File: src/hw/rtl/modexp_pkg.sv
// Shared types and constants for the modular exponentiation block.
// Depends on nothing; used by all files under hw/rtl.
`default_nettype none

package modexp_pkg;

    // Field widths
    localparam int BASE_W  = 63;
    localparam int EXP_W   = 63;
    localparam int POWER_W = 30;

    // Default number of exponent bits scanned
    localparam int EXP_BITS_DEFAULT = 63;

    // Modulus and derived constants, worked out at elaboration
    localparam logic [63:0] PRIME_64   = 64'd1000000007;
    localparam logic [63:0] FOLD30_64  = (64'd1 << 30) % PRIME_64;
    localparam logic [63:0] FOLD60_64  = (64'd1 << 60) % PRIME_64;
    localparam logic [63:0] BARRETT_64 = (64'd1 << 60) / PRIME_64;

    localparam logic [29:0] PRIME     = PRIME_64[29:0];
    localparam logic [29:0] FOLD30    = FOLD30_64[29:0];   // 2^30 mod prime
    localparam logic [29:0] FOLD60    = FOLD60_64[29:0];   // 2^60 mod prime
    localparam logic [30:0] BARRETT_M = BARRETT_64[30:0];  // floor(2^60 / prime)

    // Pipeline phase of one modular multiply round
    localparam logic [1:0] PHASE_LAST = 2'd3;

    typedef enum logic [1:0] {
        ST_IDLE,
        ST_REDUCE,
        ST_ROUND,
        ST_DONE
    } ctrl_state_t;

    // Controller to datapath
    typedef struct packed {
        logic load;      // capture input word, acc = 1
        logic reduce;    // multiplier lanes fold the base instead of squaring
        logic wb;        // write back lane results
        logic out_load;  // move accumulator into output register
    } dp_cmd_t;

    // Datapath to controller
    typedef struct packed {
        logic exp_zero;  // no exponent bits left
        logic exp_last;  // current round is the last with a set bit
    } dp_sts_t;

endpackage

`default_nettype wire

File: src/hw/rtl/modexp_ctrl.sv
// Controller FSM: sequences base fold and exponent rounds, owns handshakes.
// Depends on modexp_pkg.
`default_nettype none

module modexp_ctrl (
    input  wire logic                 aclk,
    input  wire logic                 aresetn,
    input  wire logic                 s_tvalid,
    output logic                      s_tready,
    output logic                      m_tvalid,
    input  wire logic                 m_tready,
    input  wire modexp_pkg::dp_sts_t  sts,
    output modexp_pkg::dp_cmd_t       cmd
);

    modexp_pkg::ctrl_state_t state_reg, state_next;
    logic [1:0] phase_reg, phase_next;
    logic       m_tvalid_reg, m_tvalid_next;
    logic       busy;
    logic       out_free;

    assign busy     = (state_reg == modexp_pkg::ST_REDUCE) ||
                      (state_reg == modexp_pkg::ST_ROUND);
    assign out_free = !m_tvalid_reg || m_tready;

    // Next state
    always_comb begin
        state_next = state_reg;
        unique case (state_reg)
            modexp_pkg::ST_IDLE: begin
                if (s_tvalid) begin
                    state_next = modexp_pkg::ST_REDUCE;
                end
            end
            modexp_pkg::ST_REDUCE: begin
                if (phase_reg == modexp_pkg::PHASE_LAST) begin
                    state_next = sts.exp_zero ? modexp_pkg::ST_DONE
                                              : modexp_pkg::ST_ROUND;
                end
            end
            modexp_pkg::ST_ROUND: begin
                if (phase_reg == modexp_pkg::PHASE_LAST && sts.exp_last) begin
                    state_next = modexp_pkg::ST_DONE;
                end
            end
            modexp_pkg::ST_DONE: begin
                if (out_free) begin
                    state_next = modexp_pkg::ST_IDLE;
                end
            end
            default: state_next = modexp_pkg::ST_IDLE;
        endcase
    end

    // Outputs
    always_comb begin
        s_tready     = (state_reg == modexp_pkg::ST_IDLE);
        cmd.load     = (state_reg == modexp_pkg::ST_IDLE) && s_tvalid;
        cmd.reduce   = (state_reg == modexp_pkg::ST_REDUCE);
        cmd.wb       = busy && (phase_reg == modexp_pkg::PHASE_LAST);
        cmd.out_load = (state_reg == modexp_pkg::ST_DONE) && out_free;
    end

    assign phase_next = busy ? phase_reg + 2'd1 : 2'd0;

    always_comb begin
        if (cmd.out_load) begin
            m_tvalid_next = 1'b1;
        end else if (m_tready) begin
            m_tvalid_next = 1'b0;
        end else begin
            m_tvalid_next = m_tvalid_reg;
        end
    end

    always_ff @(posedge aclk) begin
        if (!aresetn) begin
            state_reg    <= modexp_pkg::ST_IDLE;
            phase_reg    <= 2'd0;
            m_tvalid_reg <= 1'b0;
        end else begin
            state_reg    <= state_next;
            phase_reg    <= phase_next;
            m_tvalid_reg <= m_tvalid_next;
        end
    end

    assign m_tvalid = m_tvalid_reg;

endmodule

`default_nettype wire

File: config.mk
export PLATFORM = sky130hd
export DESIGN_NAME = modexp_ctrl
export DESIGN_NICKNAME = d
export VERILOG_FILES = /design/src/hw/rtl/modexp_pkg.sv /design/src/hw/rtl/modexp_ctrl.sv
export SDC_FILE = /design/constraint.sdc
export NUM_CORES = 1
export LEC_CHECK = 0
export ABC_AREA = 0
export CORE_AREA = 2 2 39 41
export DETAILED_ROUTE_END_ITERATION = 8
export DIE_AREA = 0 0 41 43
export DONT_BUFFER_PORTS = 1
export HOLD_SLACK_MARGIN = 0.12
export PLACE_DENSITY = 0.41
export SLEW_MARGIN = 10
export SYNTH_ARGS = -nofsm -noshare
export SYNTH_HDL_FRONTEND = slang
export SYNTH_SLANG_ARGS = --single-unit
File: constraint.sdc
create_clock -name aclk -period 1.4 [get_ports aclk]
set_clock_uncertainty 0.05 [all_clocks]
set_input_delay 0.07 -clock aclk [delete_from_list [all_inputs] [get_ports aclk]]
set_output_delay 0.07 -clock aclk [all_outputs]
set_load 0.01 [all_outputs]
==> results.ini <==
[worst_setup_path]
worst-setup-path-type = register to register
critical_path.startpoint_type = register
timing.critical_path.arrival_ns = 1.45
timing.reg2reg.worst_path_depth = 6
worstPathRequired_ns = 1.51
endpoint_kind = register
crit_fanout = 4
worst-r2r-setup-slack_ns = 0.05

[placed_design]
postPlaceCellArea_um2 = 352.8
globalplace.congestion = 0.6726
placedCellCount = 52
io_buffer_count = 0

[cells_and_area]
post_layout_nonfiller_instances = 59
final_nets = 55
seq_area_um2 = 102.6
multi_input_comb_area_um2 = 214.0
mostFrequentLayoutCell = sky130_fd_sc_hd__buf_4
layout-drive-gt1-share_pct = 39.53
area_growth_syn_to_layout_pct = 39.92
num_antenna_cells = 0
fin_area_um2 = 434.2
total_of_fill_cells_in_the_finished_design = 148

[power]
leakagePower_nw = 0.1897
p_seq_share_pct = 27.6
power.net_switching_mw = 0.3081
power.switching_fraction_pct = 36.85
vdd_drop_max_uv = 687.8
power.share.clock_pct = 19.1
power_density_nw_per_um2 = 1926
combinationalPowerShare_pct = 53.3
p_int_mw = 0.5281

[global_route]
grt_util_met3_pct = 7.853
use_met1_pct = 9.295
grt-busiest-layer = met2
grt_ovf = 0
first_global_vias = 235
groute.usage.overall_pct = 8.325
grt_first_pass_wirelength_um = 910
grt_max_degree = 7
grt_antenna_before_repair = 0
global_route_met2_utilization_pct = 10.31

[synthesis]
netlist_instances = 33
synth.yosys.warnings = 0
ys_seq_elements = 5
mappedNetlistNets = 44
syn_area_per_cell_um2 = 9.403
yosysSeqAreaShare_pct = 32.26
netlist_area_um2 = 310.3
distinct_cells_synth = 17

[clock_network]
cts.reportedPaths.clkPinSlew_ns = 0.04
cts_htree_levels = 1
cts_sinks = 5
ctsLongestPathBuffers = 2
clockRootBuffer = sky130_fd_sc_hd__clkbuf_4
tritoncts_clock_tree = built
cts_buffers = 3
clkLatencyLatePin_ns = 0.24

[sta]
setup_violating_endpoint_count_in_the_final_report = 0
hold_viol = 0
actual_transition_at_the_worst_max_transition_pin_ns = 0.2541
maxClockFrequency_mhz = 742.4
timing.max_slew.rel_slack_pct = 83.06
final.setup.tns_ns = 0
min_period_ns = 1.347
finalHoldWorstSlack_ns = 0.1505
min_period_over_period_pct = 96.21
report.final.slew_viol_count = 0

[floorplan]
placeableCoreArea_um2 = 1384
die_w_um = 41
die_height_um = 43
die_area_um2 = 1763
ioPinCount = 12
initial_utilization_pct = 22.42
std_cell_rows = 14

[detailed_routing]
final_antenna_violating_net_count = 0
wl_per_cell_um = 9.864
first_iter_violations = 3
post_route_drc_violation_count = 0
routed_wire_length_um = 582
drt_pre_antenna_iters = 2
viasPerCell = 4.254
route.vias.total = 251

[flow_run]
cap_violations = 0

[min_path]
worstHoldPathCells = 4
hold_path_class = primary input to register

[status]
outcome = complete, no violations

[final timing paths]
kind | from | end
max | state_reg[0] | state_reg[0]
min | sts[1] | state_reg[0]
max reg2reg | state_reg[0] | state_reg[0]
min reg2reg | phase_reg[0] | phase_reg[0]
[power groups by stage]
stage,logic [mW],registers (mW),clock network (mW)
6_report,0.446,0.231,0.160
5_1_grt,0.506,0.238,0.185
4_1_cts,0.385,0.228,0.170
3_5_place_dp,0.373,0.225,0
3_3_place_gp,0.373,0.222,0
2_1_floorplan,0.260,0.223,0
[worst max-delay path: stages, from the launching register on]
cell	delay (ns)
sky130_fd_sc_hd__dfxtp_2	0.35
sky130_fd_sc_hd__inv_1	0.07
sky130_fd_sc_hd__ha_2	0.19
sky130_fd_sc_hd__nor2_2	0.11
sky130_fd_sc_hd__a21oi_2	0.05
sky130_fd_sc_hd__a221oi_4	0.23
sky130_fd_sc_hd__mux2i_1	0.22
[final cells by class]
| type | count | area share [%] |
|---|---|---|
| clock buffer | 4 | 6.052 |
| multi-input combinational | 24 | 49.28 |
| inverter | 3 | 2.594 |
| sequential | 5 | 23.63 |
| timing repair buffer | 7 | 13.83 |
| tap | 16 | 4.611 |
[cells by family after synthesis]
family                     Yosys count  synth area share, %
DFF                                  5                32.26
buffers and inverters                4                6.049
muxes                                2                6.452
adders and majority gates            5                20.16
AOI/OAI and AO/OA                    5                12.09
and+or+nand+nor                     12                22.98
[Yosys cell counts (all sizes together)]
master  count  share of area (%)
dfxtp       5                 32
ha          5                 20
inv         3                3.6
nand2       3                3.6
and2        2                4.0
mux2i       2                6.5
nor2        2                2.4
o21ai       2                3.2
a21oi       1                1.6
a221oi      1                4.8
and2b       1                2.8
and3        1                2.0
buf         1                2.4
nand2b      1                2.0
nand3       1                1.6
nor2b       1                4.4
o21a        1                2.4
[metrics by stage]
| step | power, mW | util [%] | setup WS (ns) |
|---|---|---|---|
| floorplan | 0.4827 | - | 0.04006 |
| global placement | 0.5953 | 25.50 | 0.02294 |
| detailed placement | 0.5981 | 25.50 | -0.02166 |
| CTS | 0.7827 | 29.75 | 0.005877 |
| global route | 0.9287 | 31.37 | -0.01310 |
| finish | 0.8361 | 31.37 | 0.05307 |
[layer usage]
metal / routed length (um) / vias up
li1: - / 130
met4: 0 / 0
met5: 0 / -
met1: 252 / 114
met3: 33 / 0
met2: 296 / 7
[repair_timing]
action | in CTS | in global routing
buffers inserted | 0 | 0
hold buffers | 3 | 0
pin swaps | 0 | 3
endpoints found under the hold margin | 5 | 0
resized for setup | 2 | 8
setup endpoints to repair | 2 | 2
No activity file was read; power rests on OpenSTA's default activity.
